<file path="src/hw/rtl/i4dp_pkg.sv">
package i4dp_pkg;

  // Field widths of one input word and one result word
  localparam int ACT_W   = 8;
  localparam int WBYTE_W = 8;
  localparam int ZP_W    = 8;
  localparam int SCALE_W = 32;
  localparam int NIB_W   = 4;
  localparam int PROD_W  = ACT_W + ZP_W;
  localparam int ACC_W   = 32;
  localparam int FULL_W  = ACC_W + SCALE_W;
  localparam int RES_W   = 48;

  // Fraction bits of the scale input and of the scaled result
  localparam int SCALE_FRAC_BITS_DEF = 24;
  localparam int OUT_FRAC_BITS       = 8;

  // Mask for one nibble of the packed weight byte, low or high after a shift
  localparam logic [WBYTE_W-1:0] NIBBLE_MASK = 8'h0F;

  // Command word from the controller to the datapath
  typedef struct packed {
    logic acc_en;    // add one product, flip the nibble select
    logic close_en;  // add the last product, capture sum and scale, clear
    logic mul_en;    // form the full product of sum and scale
    logic sat_en;    // shift and saturate into the result register
  } cmd_t;

endpackage

</file>
<file path="src/hw/rtl/i4dp_if.sv">
// Input channel: one element of the dot product per word
interface i4dp_in_if;
  logic                                  valid;
  logic                                  ready;
  logic signed [i4dp_pkg::ACT_W-1:0]     activation;
  logic        [i4dp_pkg::WBYTE_W-1:0]   weight_byte;
  logic signed [i4dp_pkg::ZP_W-1:0]      weight_zp;
  logic signed [i4dp_pkg::SCALE_W-1:0]   scale_q24;
  logic                                  last_element;

  modport source (output valid, activation, weight_byte, weight_zp, scale_q24,
                  last_element, input ready);
  modport sink   (input valid, activation, weight_byte, weight_zp, scale_q24,
                  last_element, output ready);
endinterface

// Result channel: one word per finished dot product
interface i4dp_out_if;
  logic                                valid;
  logic                                ready;
  logic signed [i4dp_pkg::ACC_W-1:0]   dot_sum;
  logic signed [i4dp_pkg::RES_W-1:0]   scaled_result;

  modport source (output valid, dot_sum, scaled_result, input ready);
  modport sink   (input valid, dot_sum, scaled_result, output ready);
endinterface

</file>
<file path="src/hw/rtl/i4dp_ctrl.sv">
module i4dp_ctrl (
  input  logic           clk,
  input  logic           rst,
  input  logic           in_valid,
  input  logic           in_last,
  output logic           in_ready,
  output logic           out_valid,
  input  logic           out_ready,
  output i4dp_pkg::cmd_t cmd
);
  import i4dp_pkg::*;

  typedef enum logic [1:0] {
    ST_ACC,
    ST_MUL,
    ST_SAT,
    ST_SEND
  } state_t;

  state_t state;
  logic   accept;

  assign accept = in_valid && in_ready;

  // Decode commands for the datapath
  always_comb begin
    cmd.acc_en   = accept && !in_last;
    cmd.close_en = accept && in_last;
    cmd.mul_en   = (state == ST_MUL);
    cmd.sat_en   = (state == ST_SAT);
  end

  // Hold state and the handshake outputs
  always_ff @(posedge clk) begin
    if (rst) begin
      state     <= ST_ACC;
      in_ready  <= 1'b1;
      out_valid <= 1'b0;
    end else begin
      unique case (state)
        ST_ACC: begin
          if (accept && in_last) begin
            state    <= ST_MUL;
            in_ready <= 1'b0;
          end
        end
        ST_MUL: begin
          state <= ST_SAT;
        end
        ST_SAT: begin
          state     <= ST_SEND;
          out_valid <= 1'b1;
        end
        ST_SEND: begin
          if (out_ready) begin
            state     <= ST_ACC;
            out_valid <= 1'b0;
            in_ready  <= 1'b1;
          end
        end
        default: begin
          state     <= ST_ACC;
          in_ready  <= 1'b1;
          out_valid <= 1'b0;
        end
      endcase
    end
  end

endmodule

</file>
<file path="src/hw/rtl/i4dp_datapath.sv">
module i4dp_datapath #(
  parameter int SCALE_FRAC_BITS = i4dp_pkg::SCALE_FRAC_BITS_DEF
) (
  input  logic                                clk,
  input  logic                                rst,
  input  i4dp_pkg::cmd_t                      cmd,
  input  logic signed [i4dp_pkg::ACT_W-1:0]   activation,
  input  logic        [i4dp_pkg::WBYTE_W-1:0] weight_byte,
  input  logic signed [i4dp_pkg::ZP_W-1:0]    weight_zp,
  input  logic signed [i4dp_pkg::SCALE_W-1:0] scale_q24,
  output logic signed [i4dp_pkg::ACC_W-1:0]   dot_sum,
  output logic signed [i4dp_pkg::RES_W-1:0]   scaled_result
);
  import i4dp_pkg::*;

  localparam int SHIFT = SCALE_FRAC_BITS - OUT_FRAC_BITS;

  localparam logic signed [RES_W-1:0] RES_MAX = {1'b0, {(RES_W-1){1'b1}}};
  localparam logic signed [RES_W-1:0] RES_MIN = {1'b1, {(RES_W-1){1'b0}}};

  logic        [ACC_W-1:0]   accumulator;
  logic                      odd_element;
  logic signed [ACC_W-1:0]   sum;
  logic signed [SCALE_W-1:0] scale;
  logic signed [FULL_W-1:0]  product;

  logic        [NIB_W-1:0]   nibble;
  logic signed [ZP_W-1:0]    weight_ext;
  logic signed [ZP_W-1:0]    weight_deq;
  logic signed [PROD_W-1:0]  mac_prod;
  logic        [ACC_W-1:0]   acc_sum;
  logic signed [FULL_W-1:0]  shifted;
  logic                      fits;

  // Pick the nibble, remove the zero point with 8-bit wrap, multiply-add
  always_comb begin
    nibble     = odd_element ? NIB_W'((weight_byte >> NIB_W) & NIBBLE_MASK)
                             : NIB_W'(weight_byte & NIBBLE_MASK);
    weight_ext = {{(ZP_W-NIB_W){nibble[NIB_W-1]}}, nibble};
    weight_deq = weight_ext - weight_zp;
    mac_prod   = activation * weight_deq;
    acc_sum    = accumulator + {{(ACC_W-PROD_W){mac_prod[PROD_W-1]}}, mac_prod};
  end

  // Drop fraction bits, flooring, and check the 48-bit range
  always_comb begin
    shifted = product >>> SHIFT;
    fits    = (shifted[FULL_W-1:RES_W-1] == '0) || (shifted[FULL_W-1:RES_W-1] == '1);
  end

  // Advance the accumulator and nibble select
  always_ff @(posedge clk) begin
    if (rst) begin
      accumulator <= '0;
      odd_element <= 1'b0;
    end else if (cmd.close_en) begin
      accumulator <= '0;
      odd_element <= 1'b0;
    end else if (cmd.acc_en) begin
      accumulator <= acc_sum;
      odd_element <= ~odd_element;
    end
  end

  // Capture the sum and scale, multiply, then saturate
  always_ff @(posedge clk) begin
    if (cmd.close_en) begin
      sum   <= acc_sum;
      scale <= scale_q24;
    end
    if (cmd.mul_en) begin
      // signed 32x32 multiply, widened to the 64-bit product by context
      product <= sum * scale;
    end
    if (cmd.sat_en) begin
      if (fits) begin
        scaled_result <= shifted[RES_W-1:0];
      end else if (shifted[FULL_W-1]) begin
        scaled_result <= RES_MIN;
      end else begin
        scaled_result <= RES_MAX;
      end
    end
  end

  assign dot_sum = sum;

endmodule

</file>
<file path="src/hw/rtl/int4_weight_dot_product.sv">
// Quantized dot product with 4-bit weights and an 8-bit zero point per channel.
// Each input word carries one signed activation and the packed weight byte;
// even elements use the low nibble, odd elements the high nibble. Words that
// are not last are taken one per cycle while accumulating and only update the
// 32-bit wrapping accumulator. A last word closes the sum: the block then stops
// taking input, performs the 32x32 scale multiply and then the shift and 48-bit
// saturation, and presents dot_sum and scaled_result (8 fraction bits) until
// the result word is taken, and only then takes input again. The accumulator
// and nibble select restart at zero and even after every last word.
module int4_weight_dot_product #(
  parameter int SCALE_FRAC_BITS = i4dp_pkg::SCALE_FRAC_BITS_DEF
) (
  input logic         clk,
  input logic         rst,
  i4dp_in_if.sink     items,
  i4dp_out_if.source  results
);
  import i4dp_pkg::*;

  cmd_t cmd;

  // Sequence the accumulate, multiply and saturate steps
  i4dp_ctrl u_ctrl (
    .clk       (clk),
    .rst       (rst),
    .in_valid  (items.valid),
    .in_last   (items.last_element),
    .in_ready  (items.ready),
    .out_valid (results.valid),
    .out_ready (results.ready),
    .cmd       (cmd)
  );

  // Hold the accumulator and the scale arithmetic
  i4dp_datapath #(
    .SCALE_FRAC_BITS (SCALE_FRAC_BITS)
  ) u_datapath (
    .clk           (clk),
    .rst           (rst),
    .cmd           (cmd),
    .activation    (items.activation),
    .weight_byte   (items.weight_byte),
    .weight_zp     (items.weight_zp),
    .scale_q24     (items.scale_q24),
    .dot_sum       (results.dot_sum),
    .scaled_result (results.scaled_result)
  );

endmodule
</file>
<file path="src/flat_wrapper.sv">
// flat-port wrapper written by rule: the top's interface ports become plain ports
module int4_weight_dot_product_flat import i4dp_pkg::*;
#(
  parameter int SCALE_FRAC_BITS = i4dp_pkg::SCALE_FRAC_BITS_DEF
)
  (clk, rst, items_valid, items_activation, items_weight_byte, items_weight_zp, items_scale_q24, items_last_element, items_ready, results_valid, results_dot_sum, results_scaled_result, results_ready);
  i4dp_in_if items_i ();
  i4dp_out_if results_i ();
  input logic clk;
  input logic rst;
  input wire logic [$bits(items_i.valid)-1:0] items_valid;
  input wire logic [$bits(items_i.activation)-1:0] items_activation;
  input wire logic [$bits(items_i.weight_byte)-1:0] items_weight_byte;
  input wire logic [$bits(items_i.weight_zp)-1:0] items_weight_zp;
  input wire logic [$bits(items_i.scale_q24)-1:0] items_scale_q24;
  input wire logic [$bits(items_i.last_element)-1:0] items_last_element;
  output wire logic [$bits(items_i.ready)-1:0] items_ready;
  output wire logic [$bits(results_i.valid)-1:0] results_valid;
  output wire logic [$bits(results_i.dot_sum)-1:0] results_dot_sum;
  output wire logic [$bits(results_i.scaled_result)-1:0] results_scaled_result;
  input wire logic [$bits(results_i.ready)-1:0] results_ready;
  assign items_i.valid = items_valid;
  assign items_i.activation = items_activation;
  assign items_i.weight_byte = items_weight_byte;
  assign items_i.weight_zp = items_weight_zp;
  assign items_i.scale_q24 = items_scale_q24;
  assign items_i.last_element = items_last_element;
  assign items_ready = items_i.ready;
  assign results_valid = results_i.valid;
  assign results_dot_sum = results_i.dot_sum;
  assign results_scaled_result = results_i.scaled_result;
  assign results_i.ready = results_ready;
  int4_weight_dot_product #(.SCALE_FRAC_BITS(SCALE_FRAC_BITS)) u_core (.clk(clk), .rst(rst), .items(items_i), .results(results_i));
endmodule
</file>
<file path="config.mk">
export PLATFORM = sky130hd
export DESIGN_NAME = int4_weight_dot_product_flat
export DESIGN_NICKNAME = d
export VERILOG_FILES = /design/src/hw/rtl/i4dp_pkg.sv /design/src/hw/rtl/i4dp_if.sv /design/src/hw/rtl/i4dp_ctrl.sv /design/src/hw/rtl/i4dp_datapath.sv /design/src/hw/rtl/int4_weight_dot_product.sv /design/src/flat_wrapper.sv
export SDC_FILE = /design/constraint.sdc
export NUM_CORES = 2
export LEC_CHECK = 0
export BUFFER_PORTS_ARGS = -buffer_cell sky130_fd_sc_hd__buf_4
export CORE_ASPECT_RATIO = 2
export CORE_MARGIN = 2
export CORE_UTILIZATION = 56
export DETAILED_ROUTE_END_ITERATION = 10
export PLACE_DENSITY = 0.78
export SYNTH_ARGS = -nofsm -noshare
export SYNTH_HDL_FRONTEND = slang
export SYNTH_SLANG_ARGS = --single-unit
</file>
<file path="constraint.sdc">
create_clock -name clk -period 14 [get_ports clk]
set_input_delay 2.1 -clock clk [delete_from_list [all_inputs] [get_ports clk]]
set_output_delay 2.1 -clock clk [all_outputs]
set_load 0.01 [all_outputs]
</file>
==> results.md <==
- The mean post-synth cell area is 9.67 um^2.
- For the worst-skew pair, the clock arrives at the later sink with an insertion delay of 0.54 ns.
- STA classifies the critical path endpoint as a flip-flop.
- The TritonCTS buffer count is 17.
- The worst pin sits at a relative slew slack of 0.161.
- The area taken by flip-flops and latches is ~5500 um^2.
- The total negative slack for setup checks is 0 ns.
- Across all layers, the routed design uses roughly 33k vias.
- The floorplan has between 100 and 150 rows.
- The first detailed-routing pass took 6 iterations.
- The level count of the clock H-tree is 4.
- In the finished design, the share of the clock period the worst path needs comes to 0.747.
- The post-CTS clock slew at the launch and capture registers of the worst setup and hold paths is 0.08 ns.
- Subtracting the final worst setup slack from the clock period gives between 10 and 15 ns.
- Setup repair after global routing left no endpoint under its margin.
- In this run, post-CTS repair resized a total of 0 instances.
- For the worst setup path, the data arrival time is ~11 ns.
- The global routing usage on met1 is 0.321.
- The average routed wire per standard cell is 22.8 um.
- The height of the chip is 409 um.
- The first global-routing pass estimated between 200000 and 250000 um of wire.
- The tool flagged a number of max-cap violations equal to 0.
- In this run the cell area of the synthesized design comes to 45900 um^2.
- The number of storage elements in the synthesis netlist is around 200.
- The layer flagged by global routing as most heavily used is met2.
- The dominant register cell in the synthesized netlist is edfxtp_1.
- Of all flip-flops after synthesis, the portion carrying an async set or reset was 0.
- Measured on the finished design, the core utilization comes to 0.598.
- Once the clock tree was built, the setup fixing pass inserted 0 buffers.
- In this run, post-CTS hold repair placed 0 buffers.
- The actual transition at the worst max-transition pin is approximately 1.3 ns.
- The count of final setup violators is 0.
- In this run the clock root is driven by a clkbuf_16.
- about 140 I/O pins were placed.
- The number of inserted filler cells in the final layout is just under 7k.
- The net count after synthesis is 6200.
- In the routed layout, each cell is associated on average with a via count of roughly 5.7.
- On the worst path, the slowest cell contributes a delay of 0.52 ns.
- Counting both buffers and inverters, the worst setup path holds a total of 4.
- The CTS tree is built.
- The sequential-to-total area share from yosys stat is 0.121.
- After the first detailed-routing iteration, the DRC count stood at 2180.
- The post-route clock skew is 0.0202 ns.
- The pin count of the biggest net entering global routing is 53.
- The area of the core is 81300 um^2.
- The path type of the worst min-delay path is reg2reg.
- The number of nets in the layout is between 6k and 7k.
- The hold violation total from the final report is 0.
- The die is 206 um wide.
- The number of global-route vias before repair is 38.5k.
- Summing all multi-input logic gate instances after layout gives about 35000 um^2.
- Across every metal layer, demand over resource in global routing totals 0.340.
- After synthesis, the netlist uses 75 different library cells.
- The maximum net fanout on the critical path is 9.
- For the worst setup path, the data required time is 14.29 ns.
- On the critical path the largest part of the delay comes from compound AO/OA/AOI/OAI gates.
- The number of antenna violations at the first check in global routing is 8.
- Timing analysis after detailed placement gives a worst setup slack of between 3 and 4 ns.
- The count of warnings emitted by yosys is 0.
- The maximum clock rate is 0.0956 GHz.
- The placed wire-length estimate is around 100000 um.
- The synthesized netlist cell count is between 4k and 5k.
- The number of enable flip-flop cells after synthesis is 160.
- For this configuration, the core starts out at a cell density of 0.564.
- For this block, the routed nets add up to around 130000 um of wire.
- The met3 track demand over resource in global routing is 0.0796.
- The nature of the critical path startpoint is an input port.
- The clock sink count is a little under 200.
- The fraction of met2 tracks used by global routing is 0.587.
- The run finished with clean final reports.
- The final global-route overflow total is 0.
- The slowest library cell on the worst path is xnor3_1.
- In the post-route analysis, the smallest setup slack over all paths is around 3.5 ns.
- The fraction of layout cells with a size suffix above 1 is 0.0570.
- The detail route stage leaves a number of antenna-violating nets equal to 0.
- The count of buffers inserted at the top-level ports is approximately 140.
- The area growth from synthesis to final layout is 6.03%.
- The final-report max-slew violation count was 0.
- In the routed design, unresolved DRC markers number 0.
- The worst setup path is of the in2reg kind.
- The die area is 84400 um^2.
- Routability-driven placement finished with a final weighted congestion of ~0.95.
- The most numerous cell on the critical path is a21oi_1.
- Counting along the longest clock path gives a buffer depth of 2.
-- layout make-up --
| class | count | area share |
|---|---|---|
| diodes | 3 | 0.000154 |
| flip-flops and latches | 197 | 0.114 |
| clock inverters | 14 | 0.00332 |
| inverters | 1246 | 0.0961 |
| clock buffers | 18 | 0.00882 |
| well taps | 1050 | 0.0270 |
| repair buffers | 215 | 0.0332 |
| multi-input cells | 3096 | 0.717 |
-- worst reg2reg max path, delay by kind of cell (launching register included) --
kind	cells	cell delay, ns
flops	1	0.48
simple gates	7	1.05
fa+ha+maj	7	2.68
mux	2	0.67
buf+inv	3	0.14
xor+xnor	3	0.80
compound gates	17	3.31
-- cells in the mapped netlist, types with 22 or more instances --
| cell | instances | share of area |
|---|---|---|
| inv_1 | 1245 | 0.10 |
| fa_1 | 1139 | 0.50 |
| nand2_1 | 799 | 0.065 |
| and2_1 | 296 | 0.040 |
| ha_1 | 254 | 0.069 |
| clkbuf_1 | 200 | 0.016 |
| edfxtp_1 | 160 | 0.10 |
| nor2_1 | 90 | 0.0074 |
| a21oi_1 | 82 | 0.0089 |
| xnor2_1 | 79 | 0.015 |
| a21o_1 | 43 | 0.0070 |
| dfxtp_1 | 37 | 0.016 |
| xor2_1 | 31 | 0.0059 |
| nand2b_1 | 27 | 0.0037 |
| a22oi_1 | 24 | 0.0039 |
| o21ai_0 | 24 | 0.0026 |
| nor3_1 | 22 | 0.0024 |
-- cell usage in the layout, fill, tap and decap left out, types with 3 or more instances in the layout --
| cell | instances |
|---|---|
| nand4b_1 | 3 |
| o31ai_1 | 4 |
| inv_1 | 1245 |
| nor2_1 | 89 |
| nand2b_1 | 27 |
| o21a_1 | 10 |
| a31oi_1 | 6 |
| or2_2 | 5 |
| nand2_1 | 799 |
| a211oi_1 | 9 |
| xnor2_1 | 78 |
| xor2_1 | 31 |
| inv_6 | 6 |
| a22oi_1 | 24 |
| nor3_1 | 22 |
| o2111ai_1 | 3 |
| nand4_1 | 15 |
| a21o_1 | 43 |
| a21oi_1 | 82 |
| buf_4 | 215 |
| ha_1 | 252 |
| dfxtp_1 | 37 |
| and3_1 | 9 |
| o21bai_1 | 17 |
| o21ai_1 | 11 |
| nand3_1 | 13 |
| a32o_1 | 4 |
| and2_1 | 296 |
| o311ai_1 | 3 |
| o21ai_0 | 24 |
| diode_2 | 3 |
| edfxtp_1 | 160 |
| mux2_2 | 3 |
| o211ai_1 | 3 |
| or3_1 | 6 |
| nor2b_1 | 16 |
| clkbuf_16 | 17 |
| fa_1 | 1139 |
-- flip-flops by register name, summed over array words and instances (netlist names) --
name and cells:
u_core.u_ctrl.in_ready 1, u_core.u_ctrl.out_valid 1, u_core.u_ctrl.state 2, u_core.u_datapath.accumulator 32, u_core.u_datapath.dot_sum 32, u_core.u_datapath.odd_element 1
u_core.u_datapath.product 48, u_core.u_datapath.scale 32, u_core.u_datapath.scaled_result 48
-- final timing paths --
| check | startpoint | end | slack [ns] | cells after the start |
|---|---|---|---|---|
| max | items_weight_byte[1] | u_core.u_datapath.dot_sum[31]$_DFFE_PP_ | 3.54 | 40 |
| min | u_core.u_datapath.product[36]$_DFFE_PN_ | u_core.u_datapath.scaled_result[20]$_DFFE_PP_ | 0.42 | 0 |
| min reg2reg | u_core.u_datapath.product[36]$_DFFE_PN_ | u_core.u_datapath.scaled_result[20]$_DFFE_PP_ | 0.42 | 0 |
| max reg2reg | u_core.u_datapath.odd_element$_SDFFE_PP0P_ | u_core.u_datapath.dot_sum[31]$_DFFE_PP_ | 4.61 | 39 |
-- routing by layer --
metal,up-vias,part of all wire
met3,824,0.075
met5,-,0.00035
met2,1684,0.51
met4,6,0.12
li1,13800,-
met1,17200,0.29
-- stage by stage --
step,hold slack (ns),area (um^2),instances
after detailed placement,0.405,48000,5804
after global routing,0.431,48600,5836
final,0.423,48600,5839
after CTS,0.422,48600,5836
after global placement,0.404,48000,5804
after floorplan,0.400,45900,4746
-- cells by family after synthesis --
kind of cell / count (synthesis) / synth area share
buffers and inverters: 1453 / 0.119
flip-flops: 197 / 0.121
AND/OR/NAND/NOR: 1310 / 0.130
XOR/XNOR: 111 / 0.0215
adder cells (fa/ha/maj): 1393 / 0.566
multiplexers: 5 / 0.00117
AO/OA/AOI/OAI: 277 / 0.0414
Power is left out: the tool's default activity adds up to more than one toggle a clock period on the data nets, which glitch-free logic cannot reach.
